===== config.mk =====
export PLATFORM = sky130hd
export DESIGN_NAME = error_feedback_unit_rounder_flat
export DESIGN_NICKNAME = d
export VERILOG_FILES = /design/src/sv/efr_pkg.sv /design/src/sv/efr_in_if.sv /design/src/sv/efr_out_if.sv /design/src/sv/efr_controller.sv /design/src/sv/efr_datapath.sv /design/src/sv/error_feedback_unit_rounder.sv /design/src/flat_wrapper.sv
export SDC_FILE = /design/constraint.sdc
export NUM_CORES = 2
export LEC_CHECK = 0
export ABC_AREA = 1
export BUFFER_PORTS_ARGS = -buffer_cell sky130_fd_sc_hd__buf_2
export CAP_MARGIN = 20
export CORE_ASPECT_RATIO = 2
export CORE_MARGIN = 2
export CORE_UTILIZATION = 65
export CTS_BUF_LIST = sky130_fd_sc_hd__clkbuf_4 sky130_fd_sc_hd__clkbuf_8
export CTS_CLUSTER_DIAMETER = 150
export DETAILED_ROUTE_END_ITERATION = 8
export PLACE_DENSITY = 0.83
export RECOVER_POWER = 25
export SLEW_MARGIN = 20
export SYNTH_ARGS = -nofsm -noshare
export SYNTH_HDL_FRONTEND = slang
export SYNTH_HIERARCHICAL = 1
export SYNTH_SLANG_ARGS = --single-unit
export TNS_END_PERCENT = 10

===== constraint.sdc =====
create_clock -name i_clk -period 8.45 [get_ports i_clk]
set_clock_uncertainty 0.05 [all_clocks]
set_input_delay 0.845 -clock i_clk [delete_from_list [all_inputs] [get_ports i_clk]]
set_output_delay 0.845 -clock i_clk [all_outputs]
set_load 0.03 [all_outputs]

===== src/sv/efr_pkg.sv =====
// ----------------------------------------------------------------------------
// efr_pkg
// Register indices and controller/datapath handshake types.
// ----------------------------------------------------------------------------
`default_nettype none

package efr_pkg;

    localparam int CFG_IDX_W = 1;

    localparam logic [CFG_IDX_W-1:0] REG_UNIT_STEP    = 1'b0;
    localparam logic [CFG_IDX_W-1:0] REG_TARGET_TOTAL = 1'b1;

    // controller -> datapath
    typedef struct packed {
        logic load;    // latch input word, form corrected value
        logic prep;    // take magnitude, clear remainder
        logic step;    // one remainder bit
        logic round;   // form result, update error
        logic finish;  // write output register, update sum
    } t_ctrl_cmd;

    // datapath -> controller
    typedef struct packed {
        logic need_div;  // word at the input needs the divide loop
        logic div_last;  // last remainder bit this cycle
        logic out_free;  // output register can take a word
    } t_dp_status;

endpackage

`default_nettype wire


===== src/sv/efr_in_if.sv =====
// ----------------------------------------------------------------------------
// efr_in_if
// Input word channel: value and last-of-run flag.
// ----------------------------------------------------------------------------
`default_nettype none

interface efr_in_if #(
    parameter int VALUE_WIDTH = 48
);
    logic                          valid;
    logic                          ready;
    logic signed [VALUE_WIDTH-1:0] sample_value;
    logic                          is_final;

    modport source (output valid, output sample_value, output is_final, input ready);
    modport sink   (input valid, input sample_value, input is_final, output ready);
endinterface

`default_nettype wire


===== src/sv/efr_out_if.sv =====
// ----------------------------------------------------------------------------
// efr_out_if
// Result word channel: rounded value and last-of-run flag.
// ----------------------------------------------------------------------------
`default_nettype none

interface efr_out_if #(
    parameter int VALUE_WIDTH = 48
);
    logic                          valid;
    logic                          ready;
    logic signed [VALUE_WIDTH-1:0] rounded_value;
    logic                          is_final_out;

    modport source (output valid, output rounded_value, output is_final_out, input ready);
    modport sink   (input valid, input rounded_value, input is_final_out, output ready);
endinterface

`default_nettype wire


===== src/sv/efr_controller.sv =====
// ----------------------------------------------------------------------------
// efr_controller
// Sequencer: accept, divide loop, round, hand off to output register.
// ----------------------------------------------------------------------------
`default_nettype none

module efr_controller (
    input  wire                       i_clk,
    input  wire                       i_rst_n,
    input  wire                       i_in_valid,
    output logic                      o_in_ready,
    input  wire efr_pkg::t_dp_status  i_stat,
    output efr_pkg::t_ctrl_cmd        o_cmd
);
    import efr_pkg::*;

    localparam logic [2:0] ST_IDLE  = 3'd0;
    localparam logic [2:0] ST_PREP  = 3'd1;
    localparam logic [2:0] ST_DIV   = 3'd2;
    localparam logic [2:0] ST_ROUND = 3'd3;
    localparam logic [2:0] ST_FIN   = 3'd4;

    logic [2:0] r_state;
    logic [2:0] n_state;

    always_ff @(posedge i_clk) begin
        if (!i_rst_n) begin
            r_state <= ST_IDLE;
        end else begin
            r_state <= n_state;
        end
    end

    assign o_in_ready = (r_state == ST_IDLE);

    always_comb begin
        n_state = r_state;
        o_cmd   = '0;
        unique case (r_state)
            ST_IDLE: begin
                if (i_in_valid) begin
                    o_cmd.load = 1'b1;
                    n_state    = i_stat.need_div ? ST_PREP : ST_ROUND;
                end
            end
            ST_PREP: begin
                o_cmd.prep = 1'b1;
                n_state    = ST_DIV;
            end
            ST_DIV: begin
                o_cmd.step = 1'b1;
                if (i_stat.div_last) begin
                    n_state = ST_ROUND;
                end
            end
            ST_ROUND: begin
                o_cmd.round = 1'b1;
                n_state     = ST_FIN;
            end
            ST_FIN: begin
                if (i_stat.out_free) begin
                    o_cmd.finish = 1'b1;
                    n_state      = ST_IDLE;
                end
            end
            default: begin
                n_state = ST_IDLE;
            end
        endcase
    end

endmodule

`default_nettype wire


===== src/sv/efr_datapath.sv =====
// ----------------------------------------------------------------------------
// efr_datapath
// Config registers, carried error, running sum, bit-serial remainder unit
// and the output register.
// ----------------------------------------------------------------------------
`default_nettype none

module efr_datapath #(
    parameter int VALUE_WIDTH = 48
) (
    input  wire                                i_clk,
    input  wire                                i_rst_n,
    // config
    input  wire                                i_cfg_we,
    input  wire  [efr_pkg::CFG_IDX_W-1:0]      i_cfg_idx,
    input  wire  [VALUE_WIDTH-1:0]             i_cfg_data,
    // input word
    input  wire  signed [VALUE_WIDTH-1:0]      i_sample,
    input  wire                                i_final,
    // output word
    output logic                               o_out_valid,
    input  wire                                i_out_ready,
    output logic signed [VALUE_WIDTH-1:0]      o_out_value,
    output logic                               o_out_final,
    // control
    input  wire efr_pkg::t_ctrl_cmd            i_cmd,
    output efr_pkg::t_dp_status                o_stat
);
    import efr_pkg::*;

    localparam int W     = VALUE_WIDTH;
    localparam int SW    = (W + 8 > 64) ? 64 : W + 8;  // running sum
    localparam int CW    = (W < 64) ? W + 1 : 64;      // corrected value
    localparam int CNT_W = $clog2(CW);

    localparam logic [1:0] MODE_DIV  = 2'd0;
    localparam logic [1:0] MODE_PASS = 2'd1;
    localparam logic [1:0] MODE_CORR = 2'd2;

    localparam logic signed [W-1:0]  W_MAX  = {1'b0, {(W-1){1'b1}}};
    localparam logic signed [W-1:0]  W_MIN  = {1'b1, {(W-1){1'b0}}};
    localparam logic signed [CW-1:0] CW_MAX = {1'b0, {(CW-1){1'b1}}};
    localparam logic signed [CW-1:0] CW_MIN = {1'b1, {(CW-1){1'b0}}};
    localparam logic signed [SW-1:0] SW_MAX = {1'b0, {(SW-1){1'b1}}};
    localparam logic signed [SW-1:0] SW_MIN = {1'b1, {(SW-1){1'b0}}};

    // config
    logic        [W-2:0]     r_unit;
    logic signed [W-1:0]     r_target;
    // state
    logic signed [W-1:0]     r_err;
    logic signed [SW-1:0]    r_sum;
    // work registers
    logic signed [CW-1:0]    r_val;
    logic                    r_final;
    logic [1:0]              r_mode;
    logic [CW-1:0]           r_shift;
    logic [W-2:0]            r_rem;
    logic [CNT_W-1:0]        r_cnt;
    logic signed [W-1:0]     r_res;
    // output register
    logic                    r_out_valid;
    logic signed [W-1:0]     r_out_value;
    logic                    r_out_final;

    // --- load: corrected value and mode
    logic signed [W:0]       corr_wide;
    logic [W-CW+1:0]         corr_hi;
    logic signed [CW-1:0]    corr_sat;
    logic [1:0]              mode_in;

    assign corr_wide = (W+1)'(i_sample) + (W+1)'(r_err);
    assign corr_hi   = corr_wide[W:CW-1];
    assign corr_sat  = ((&corr_hi) || !(|corr_hi)) ? corr_wide[CW-1:0]
                     : (corr_wide[W] ? CW_MIN : CW_MAX);

    always_comb begin
        if (i_final && (r_target != '0)) begin
            mode_in = MODE_CORR;
        end else if (r_unit == '0) begin
            mode_in = MODE_PASS;
        end else begin
            mode_in = MODE_DIV;
        end
    end

    // --- one restoring remainder step
    logic [W-1:0]            rem_trial;
    logic [W-1:0]            rem_next;

    assign rem_trial = {r_rem, r_shift[CW-1]};
    assign rem_next  = (rem_trial >= {1'b0, r_unit}) ? rem_trial - {1'b0, r_unit}
                                                     : rem_trial;

    // --- rounding: rounded = corrected - signed remainder
    logic                    val_neg;
    logic signed [CW-1:0]    rem_ext;
    logic signed [CW-1:0]    rounded;
    logic [CW-W:0]           rnd_hi;
    logic signed [W-1:0]     rnd_sat;
    logic signed [SW:0]      diff;
    logic [SW-W+1:0]         diff_hi;
    logic signed [W-1:0]     diff_sat;
    logic signed [W-1:0]     res_next;

    assign val_neg  = r_val[CW-1];
    assign rem_ext  = $signed(CW'(r_rem));
    assign rounded  = val_neg ? r_val + rem_ext : r_val - rem_ext;
    assign rnd_hi   = rounded[CW-1:W-1];
    assign rnd_sat  = ((&rnd_hi) || !(|rnd_hi)) ? rounded[W-1:0]
                    : (rounded[CW-1] ? W_MIN : W_MAX);

    assign diff     = (SW+1)'(r_target) - (SW+1)'(r_sum);
    assign diff_hi  = diff[SW:W-1];
    assign diff_sat = ((&diff_hi) || !(|diff_hi)) ? diff[W-1:0]
                    : (diff[SW] ? W_MIN : W_MAX);

    always_comb begin
        case (r_mode)
            MODE_PASS: res_next = r_val[W-1:0];
            MODE_CORR: res_next = diff_sat;
            default:   res_next = rnd_sat;
        endcase
    end

    // --- running sum, saturating
    logic signed [SW:0]      sum_wide;
    logic [1:0]              sum_hi;
    logic signed [SW-1:0]    sum_sat;

    assign sum_wide = (SW+1)'(r_sum) + (SW+1)'(r_res);
    assign sum_hi   = sum_wide[SW:SW-1];
    assign sum_sat  = ((&sum_hi) || !(|sum_hi)) ? sum_wide[SW-1:0]
                    : (sum_wide[SW] ? SW_MIN : SW_MAX);

    // --- control state
    always_ff @(posedge i_clk) begin
        if (!i_rst_n) begin
            r_unit      <= '0;
            r_target    <= '0;
            r_err       <= '0;
            r_sum       <= '0;
            r_out_valid <= 1'b0;
        end else begin
            if (i_cfg_we) begin
                unique case (i_cfg_idx)
                    REG_UNIT_STEP:    r_unit   <= i_cfg_data[W-2:0];
                    REG_TARGET_TOTAL: r_target <= i_cfg_data;
                endcase
            end

            if (i_cmd.round && (r_mode == MODE_DIV)) begin
                // new error = rounded - corrected = -(signed remainder)
                r_err <= val_neg ? $signed({1'b0, r_rem}) : -$signed({1'b0, r_rem});
            end

            if (i_cmd.finish) begin
                if (r_final) begin
                    r_err <= '0;
                    r_sum <= '0;
                end else begin
                    r_sum <= sum_sat;
                end
            end

            if (i_cmd.finish) begin
                r_out_valid <= 1'b1;
            end else if (i_out_ready) begin
                r_out_valid <= 1'b0;
            end
        end
    end

    // --- payload
    always_ff @(posedge i_clk) begin
        if (i_cmd.load) begin
            r_val   <= (mode_in == MODE_PASS) ? CW'(i_sample) : corr_sat;
            r_final <= i_final;
            r_mode  <= mode_in;
        end
        if (i_cmd.prep) begin
            r_shift <= val_neg ? -r_val : r_val;
            r_rem   <= '0;
            r_cnt   <= '0;
        end
        if (i_cmd.step) begin
            r_shift <= r_shift << 1;
            r_rem   <= rem_next[W-2:0];
            r_cnt   <= r_cnt + 1'b1;
        end
        if (i_cmd.round) begin
            r_res <= res_next;
        end
        if (i_cmd.finish) begin
            r_out_value <= r_res;
            r_out_final <= r_final;
        end
    end

    assign o_stat.need_div = (mode_in == MODE_DIV);
    assign o_stat.div_last = (r_cnt == CNT_W'(CW - 1));
    assign o_stat.out_free = !r_out_valid || i_out_ready;

    assign o_out_valid = r_out_valid;
    assign o_out_value = r_out_value;
    assign o_out_final = r_out_final;

endmodule

`default_nettype wire


===== src/sv/error_feedback_unit_rounder.sv =====
// ----------------------------------------------------------------------------
// error_feedback_unit_rounder
// Error-feedback rounding of a fixed-point word stream to a multiple of a
// unit, with the last word of a run corrected to hit a target total.
// ----------------------------------------------------------------------------
// Each input word (signed, FRAC_BITS-agnostic raw code) is added to the
// carried error, then truncated toward zero to a whole multiple of
// unit_step; the difference becomes the new carried error and the emitted
// word is added to a saturating running sum. A zero unit passes words
// through. On the last word of a run with a nonzero target_total the result
// is target_total minus the running sum. Error and sum clear after the last
// word. One result word per input word, results saturate to VALUE_WIDTH.
// One word at a time. A rounded word goes through the prep step, the
// bit-serial remainder loop over the CW = VALUE_WIDTH + 1 bits (64 at full
// width) of the corrected value, one quotient bit per cycle, the round step
// and the finish step, which waits for a free output register. Pass-through
// and target-corrected words skip the prep step and the loop. The output
// register holds a finished word while the next one is accepted and worked
// on. Write the configuration registers only while the block is idle.
// ----------------------------------------------------------------------------
`default_nettype none

module error_feedback_unit_rounder #(
    parameter int VALUE_WIDTH = 48
) (
    input  wire                             i_clk,
    input  wire                             i_rst_n,
    efr_in_if.sink                          i_in_word,
    efr_out_if.source                       o_out_word,
    input  wire                             i_cfg_we,
    input  wire [efr_pkg::CFG_IDX_W-1:0]    i_cfg_idx,
    input  wire [VALUE_WIDTH-1:0]           i_cfg_data
);
    import efr_pkg::*;

    t_ctrl_cmd   ctrl_cmd;   // sequencer commands
    t_dp_status  dp_stat;    // datapath status back to the sequencer
    logic        in_ready;

    // sequencer: ready only when idle; one word in flight
    efr_controller u_ctrl (
        .i_clk      (i_clk),
        .i_rst_n    (i_rst_n),
        .i_in_valid (i_in_word.valid),
        .o_in_ready (in_ready),
        .i_stat     (dp_stat),
        .o_cmd      (ctrl_cmd)
    );

    assign i_in_word.ready = in_ready;

    // datapath: state, remainder unit, output register
    efr_datapath #(
        .VALUE_WIDTH (VALUE_WIDTH)
    ) u_dp (
        .i_clk       (i_clk),
        .i_rst_n     (i_rst_n),
        .i_cfg_we    (i_cfg_we),
        .i_cfg_idx   (i_cfg_idx),
        .i_cfg_data  (i_cfg_data),
        .i_sample    (i_in_word.sample_value),
        .i_final     (i_in_word.is_final),
        .o_out_valid (o_out_word.valid),
        .i_out_ready (o_out_word.ready),
        .o_out_value (o_out_word.rounded_value),
        .o_out_final (o_out_word.is_final_out),
        .i_cmd       (ctrl_cmd),
        .o_stat      (dp_stat)
    );

endmodule

`default_nettype wire


===== src/flat_wrapper.sv =====
// flat-port wrapper written by rule: the top's interface ports become plain ports
module error_feedback_unit_rounder_flat import efr_pkg::*;
#(
    parameter int VALUE_WIDTH = 48
)
  (i_clk, i_rst_n, i_cfg_we, i_cfg_idx, i_cfg_data, i_in_word_valid, i_in_word_sample_value, i_in_word_is_final, i_in_word_ready, o_out_word_valid, o_out_word_rounded_value, o_out_word_is_final_out, o_out_word_ready);
  efr_in_if #(.VALUE_WIDTH(VALUE_WIDTH)) i_in_word_i ();
  efr_out_if #(.VALUE_WIDTH(VALUE_WIDTH)) o_out_word_i ();
  input  wire i_clk;
  input  wire i_rst_n;
  input  wire i_cfg_we;
  input  wire [efr_pkg::CFG_IDX_W-1:0] i_cfg_idx;
  input  wire [VALUE_WIDTH-1:0] i_cfg_data;
  input wire logic [$bits(i_in_word_i.valid)-1:0] i_in_word_valid;
  input wire logic [$bits(i_in_word_i.sample_value)-1:0] i_in_word_sample_value;
  input wire logic [$bits(i_in_word_i.is_final)-1:0] i_in_word_is_final;
  output wire logic [$bits(i_in_word_i.ready)-1:0] i_in_word_ready;
  output wire logic [$bits(o_out_word_i.valid)-1:0] o_out_word_valid;
  output wire logic [$bits(o_out_word_i.rounded_value)-1:0] o_out_word_rounded_value;
  output wire logic [$bits(o_out_word_i.is_final_out)-1:0] o_out_word_is_final_out;
  input wire logic [$bits(o_out_word_i.ready)-1:0] o_out_word_ready;
  assign i_in_word_i.valid = i_in_word_valid;
  assign i_in_word_i.sample_value = i_in_word_sample_value;
  assign i_in_word_i.is_final = i_in_word_is_final;
  assign i_in_word_ready = i_in_word_i.ready;
  assign o_out_word_valid = o_out_word_i.valid;
  assign o_out_word_rounded_value = o_out_word_i.rounded_value;
  assign o_out_word_is_final_out = o_out_word_i.is_final_out;
  assign o_out_word_i.ready = o_out_word_ready;
  error_feedback_unit_rounder #(.VALUE_WIDTH(VALUE_WIDTH)) u_core (.i_clk(i_clk), .i_rst_n(i_rst_n), .i_in_word(i_in_word_i), .o_out_word(o_out_word_i), .i_cfg_we(i_cfg_we), .i_cfg_idx(i_cfg_idx), .i_cfg_data(i_cfg_data));
endmodule

==> flow_summary.json, run 1 <==
{
  "run_status": "did not finish",
  "halt_stage": "global routing (5_1_grt)",
  "run.stop_error": "[ERROR GRT-0116] Global routing finished with congestion. Check the congestion regions in the DRC Viewer.",
  "cts_hold_repair.buffers": 0,
  "cts_buffer_depth": 3,
  "num_cts_buffers": 68,
  "synth_edf_count": 250,
  "initial_core_util": 0.654,
  "grt_util_all_layers": 0.687,
  "detailedPlacementHpwl_um": 141000,
  "grt_max_degree": 98,
  "post_synth_inst_count": 5939,
  "clock_net_sink_count": 454,
  "cts.root.buffer_cell": "clkbuf_8",
  "pin_count": 154,
  "cts.htree.levels": 3,
  "numPortBuffers": 153,
  "synth_sequential_area_ratio": 0.292,
  "synth_top_cells_by_area": "edfxtp_1, nand2_1, dfxtp_1",
  "ys_ff_latch": 454,
  "synthesis.yosys.warnings": 6,
  "grt_remaining_overflow": 228,
  "yosys.area.top_type_share": 0.189,
  "dominantRegCellSynth": "edfxtp_1",
  "syn-num-nets": 6310,
  "finalWeightedCongestion": 1.22,
  "syn_area_per_cell_um2": 6.69,
  "chip_height_um": 354,
  "post_synth_instance_area_um2": 39700,
  "std_cell_rows": 128,
  "synth_area_leader_cell": "edfxtp_1",
  "postCtsSetupRepairBufs": 0,
  "ys_async_sr_fraction": 0,
  "synth.lib_cells_used.distinct": 62,
  "global_route_wire_length_before_repair_um": 324000,
  "post_cts_resize_count": 0,
  "floorplan_die_width_um": 179,
  "via_count_of_the_first_global_routing_pass": 47500
}
-- per-stage QoR --
stage	setup slack [ns]	hold slack, ns	cells	cell area (µm²)	util
detailed placement	2.52	0.428	6754	41000	0.676
global placement	2.72	0.423	6754	41000	0.676
floorplan	0.941	0.381	5939	39700	-
CTS	2.42	0.278	6875	42500	0.701
-- kinds of logic after synthesis --
group / Yosys count / share of synthesized area
adders and majority gates: 268 / 0.0854
buffers and inverters: 1014 / 0.101
DFF: 454 / 0.292
xor gates and xnor gates: 263 / 0.0588
AOI/OAI and AO/OA: 1316 / 0.182
and+or+nand+nor: 2624 / 0.281
-- Yosys cell counts (all sizes together), types with 56 or more instances --
cell,n
nand3,297
nor2,801
ha,263
edfxtp,250
buf,57
dfxtp,204
a31oi,79
nand2,1307
inv,850
nor3,56
a21oi,630
xor2,152
xnor2,111
clkbuf,104
o21ai,470
-- layer usage --
metal | GRT overflow | GRT usage
met5 | 0 | 0.103
met4 | 85 | 0.732
met3 | 5 | 0.481
met2 | 134 | 0.906
met1 | 4 | 0.656
==> inputs of run 2 (changes only) <==
CORE_ASPECT_RATIO = unset   (was 2)
CORE_UTILIZATION = 40   (was 65)
CTS_BUF_LIST = unset   (was sky130_fd_sc_hd__clkbuf_4 sky130_fd_sc_hd__clkbuf_8)
CTS_CLUSTER_DIAMETER = unset   (was 150)
PLACE_DENSITY = unset   (was 0.83)
PLACE_DENSITY_LB_ADDON = 0.15   (was unset)
==> run 2 against run 1 <==
The flow now finishes, with violations (max-capacitance violations, max-slew violations). Synthesized cell count stayed put. Synthesized area did not move.
==> flow_summary.json, run 2 <==
{
  "floorplan_die_width_um": 319,
  "critPathCaptureType": "register",
  "most-common-layout-cells": "nand2_1, inv_1, nor2_1",
  "std_cell_rows": 115,
  "post_synth_instance_area_um2": 39700,
  "start_kind": "register",
  "syn-num-nets": 6310,
  "power.combinational.fraction": 0.591,
  "yosys.area.top_type_share": 0.189,
  "grt_remaining_overflow": 0,
  "largest_register_ff_count": 56,
  "reg_top3": "u_core/u_dp/r_sum x56, u_core/u_dp/r_shift x49, u_core/u_dp/r_val x49",
  "post_drt_wl_per_cell_um": 22.6,
  "switchingPower_mw": 8.06,
  "residual_drc_count": 0,
  "synth_edf_count": 250,
  "hold-path-cell-count": 3,
  "required_ns": 8.81,
  "design_power_total_mw": 15.3,
  "tritoncts": "built",
  "placed_cells": 7260,
  "clock_net_sink_count": 454,
  "largest_register": "u_core/u_dp/r_sum",
  "timing.max_slew.rel_slack": -0.960,
  "ys_ff_latch": 454,
  "die-area_um2": 102000,
  "hold-worst-slack_ns": 0.409,
  "post_synth_inst_count": 5939,
  "timing.hold.worst_endpoint": "u_core/u_dp/r_target[47]",
  "worst_hold_startpoint": "i_cfg_data[47]",
  "filler_cell_count": 10600,
  "syn_area_per_cell_um2": 6.69,
  "worst_slew_pin_slew_ns": 2.94,
  "violations": "max-capacitance violations, max-slew violations",
  "instances_no_fill": 7369,
  "power-per-cell-area_nw_per_um2": 351,
  "core_um2": 98400,
  "internal_power_mw": 7.19,
  "numPortBuffers": 153,
  "chip_height_um": 319,
  "power.share.sequential": 0.249,
  "yosys.cell_count.top_type": "nand2_1",
  "post_cts_resize_count": 0,
  "detailedPlacementHpwl_um": 136000,
  "antenna_violations_before_repair": 8,
  "cts_buffer_depth": 3,
  "hold_path.class": "in -> reg",
  "final_core_util": 0.442,
  "flow.area_growth_from_synthesis_pct": 9.46,
  "synth_area_leader_cell": "edfxtp_1",
  "setup_tns_ns": 0,
  "r2r-end": "u_core/u_dp/r_res[14]",
  "slew_viol_final": 187,
  "setup_repair_after_global_routing_missed_its_margin": "no",
  "run_status": "finished, violations left",
  "routed-via-count": 40100,
  "cts_hold_repair.buffers": 0,
  "num_cts_buffers": 55,
  "drt-vias-per-instance": 5.44,
  "num-nets-final": 6401,
  "cts.htree.levels": 2,
  "ys_async_sr_fraction": 0,
  "finalWeightedCongestion": 1.02,
  "ff2ff_path_depth": 25,
  "synth_top_cells_by_area": "edfxtp_1, nand2_1, dfxtp_1",
  "drt_first_pass_iters": 6,
  "cellLeakagePower_nw": 19.3,
  "finalHoldViolations": 0,
  "power_frac_clock": 0.160,
  "cts.clk_slew.worst_paths_ns": 0.06,
  "synth_sequential_area_ratio": 0.292,
  "initial_core_util": 0.404,
  "dominantRegCellSynth": "edfxtp_1",
  "grt_max_degree": 94,
  "vdd_ir_drop_max_v": 0.000262,
  "max-cap-violations": 3,
  "postCtsSetupRepairBufs": 0,
  "cts.root.buffer_cell": "clkbuf_16",
  "rrSetupSlack_ns": 2.25,
  "worstPathMaxFanout": 47,
  "drt_iter0_drcs": 3821,
  "area_of_combinational_cells_with_multiple_inputs_um2": 24200,
  "antenna_left": 0,
  "crit_arrival_ns": 6.57,
  "timing.final.crit_share": 0.734,
  "setup_viol": 0,
  "p_sw_frac": 0.529,
  "pin_count": 154,
  "worstReg2RegStart": "u_core/u_dp/r_rem[0]",
  "synthesis.yosys.warnings": 6,
  "final-seq-area_um2": 11600,
  "final_layout_size_suffix_gt1_frac": 0.0775,
  "grt_util_all_layers": 0.320,
  "finalWirelength_um": 167000,
  "synth.lib_cells_used.distinct": 62,
  "via_count_of_the_first_global_routing_pass": 38100,
  "post_synth_most_frequent_cells": "nand2_1, inv_1, nor2_1",
  "layout_commonest_cell": "nand2_1",
  "fmax_mhz": 161,
  "path_class": "reg -> reg",
  "crit_path_time_final_ns": 6.20,
  "clk_latency_ns": 0.68,
  "global_route_wire_length_before_repair_um": 244000
}
==> run 2: cell counts after synthesis <==
Identical to the previous run, type by type.
==> run 2: how the worst max path moves through the flow <==
stage,startpoint,endpoint,slack [ns],depth (start not counted)
CTS,u_core/u_dp/r_rem[0],u_core/u_dp/r_res[14],2.39,25
finish,u_core/u_dp/r_rem[0],u_core/u_dp/r_res[14],2.25,25
global route,u_core/u_dp/r_rem[0],u_core/u_dp/r_res[10],1.72,25
detailed placement,u_core/u_dp/r_rem[0],u_core/u_dp/r_res[30],2.41,25
global placement,u_core/u_dp/r_rem[0],u_core/u_dp/r_res[1],2.50,25
floorplan,o_out_word_ready,u_core/u_dp/r_err[10],0.94,10
==> run 2: power groups by stage <==
stage	Clock (mW)	Sequential [mW]	Combinational, mW
after floorplan	0	3.47	6.04
after global placement	0	3.81	8.76
after detailed placement	0	3.81	8.77
after CTS	2.48	3.77	8.81
after global routing	2.56	3.81	9.81
final	2.44	3.80	9.02
==> run 2: layout make-up <==
class                           instances  area share
Multi-Input combinational cell       4471       0.555
Antenna cell                            6    0.000345
Inverter                              853      0.0736
Tap cell                             1287      0.0370
Clock buffer                           80      0.0371
Clock inverter                         23     0.00515
Sequential cell                       454       0.267
Timing Repair Buffer                  195      0.0247
==> run 2: cell families (layout without fill, tap and decap cells) <==
kind of cell,count (synthesis),after routing,synth area share
xor+xnor,263,263,0.0588
buf+inv,1014,1151,0.101
other cells,0,6,0
compound gates,1316,1316,0.182
fa+ha+maj,268,268,0.0854
simple gates,2624,2624,0.281
flops,454,454,0.292
==> run 2: stage by stage <==
step	setup WS (ns)	cell area (µm²)
2_1_floorplan	0.941	39700
5_1_grt	1.72	43500
4_1_cts	2.39	43500
6_report	2.25	43500
3_5_place_dp	2.41	41700
3_3_place_gp	2.50	41600
==> run 2: worst max-delay path: stages, from the launching register on <==
cell and delay, ns:
edfxtp_1 0.43, inv_1 0.17, nand3_1 0.12, nor2_1 0.11, nand2_1 0.09, nor3_2 0.33
nand4_1 0.17, nor3_1 0.34, nand4_1 0.22, o21ai_0 0.34, inv_1 0.09, xor2_1 0.24
ha_1 0.33, a21oi_1 0.23, a21boi_0 0.27, o21ai_0 0.20, nand3_1 0.12, nand2_1 0.05
a21oi_1 0.14, nand3_1 0.19, xor2_4 0.65, buf_4 0.40, o21ai_2 0.07, buf_4 0.32
nor2_1 0.21, a21oi_2 0.05
==> run 2: layer usage <==
layer / vias up / wire, µm / track usage
li1: 19800 / - / -
met1: 18500 / 70600 / 0.408
met2: 1360 / 76900 / 0.533
met3: 310 / 9800 / 0.0380
met4: 4 / 9540 / 0.160
met5: - / 26 / 0
(Power assumes the default switching activity.)
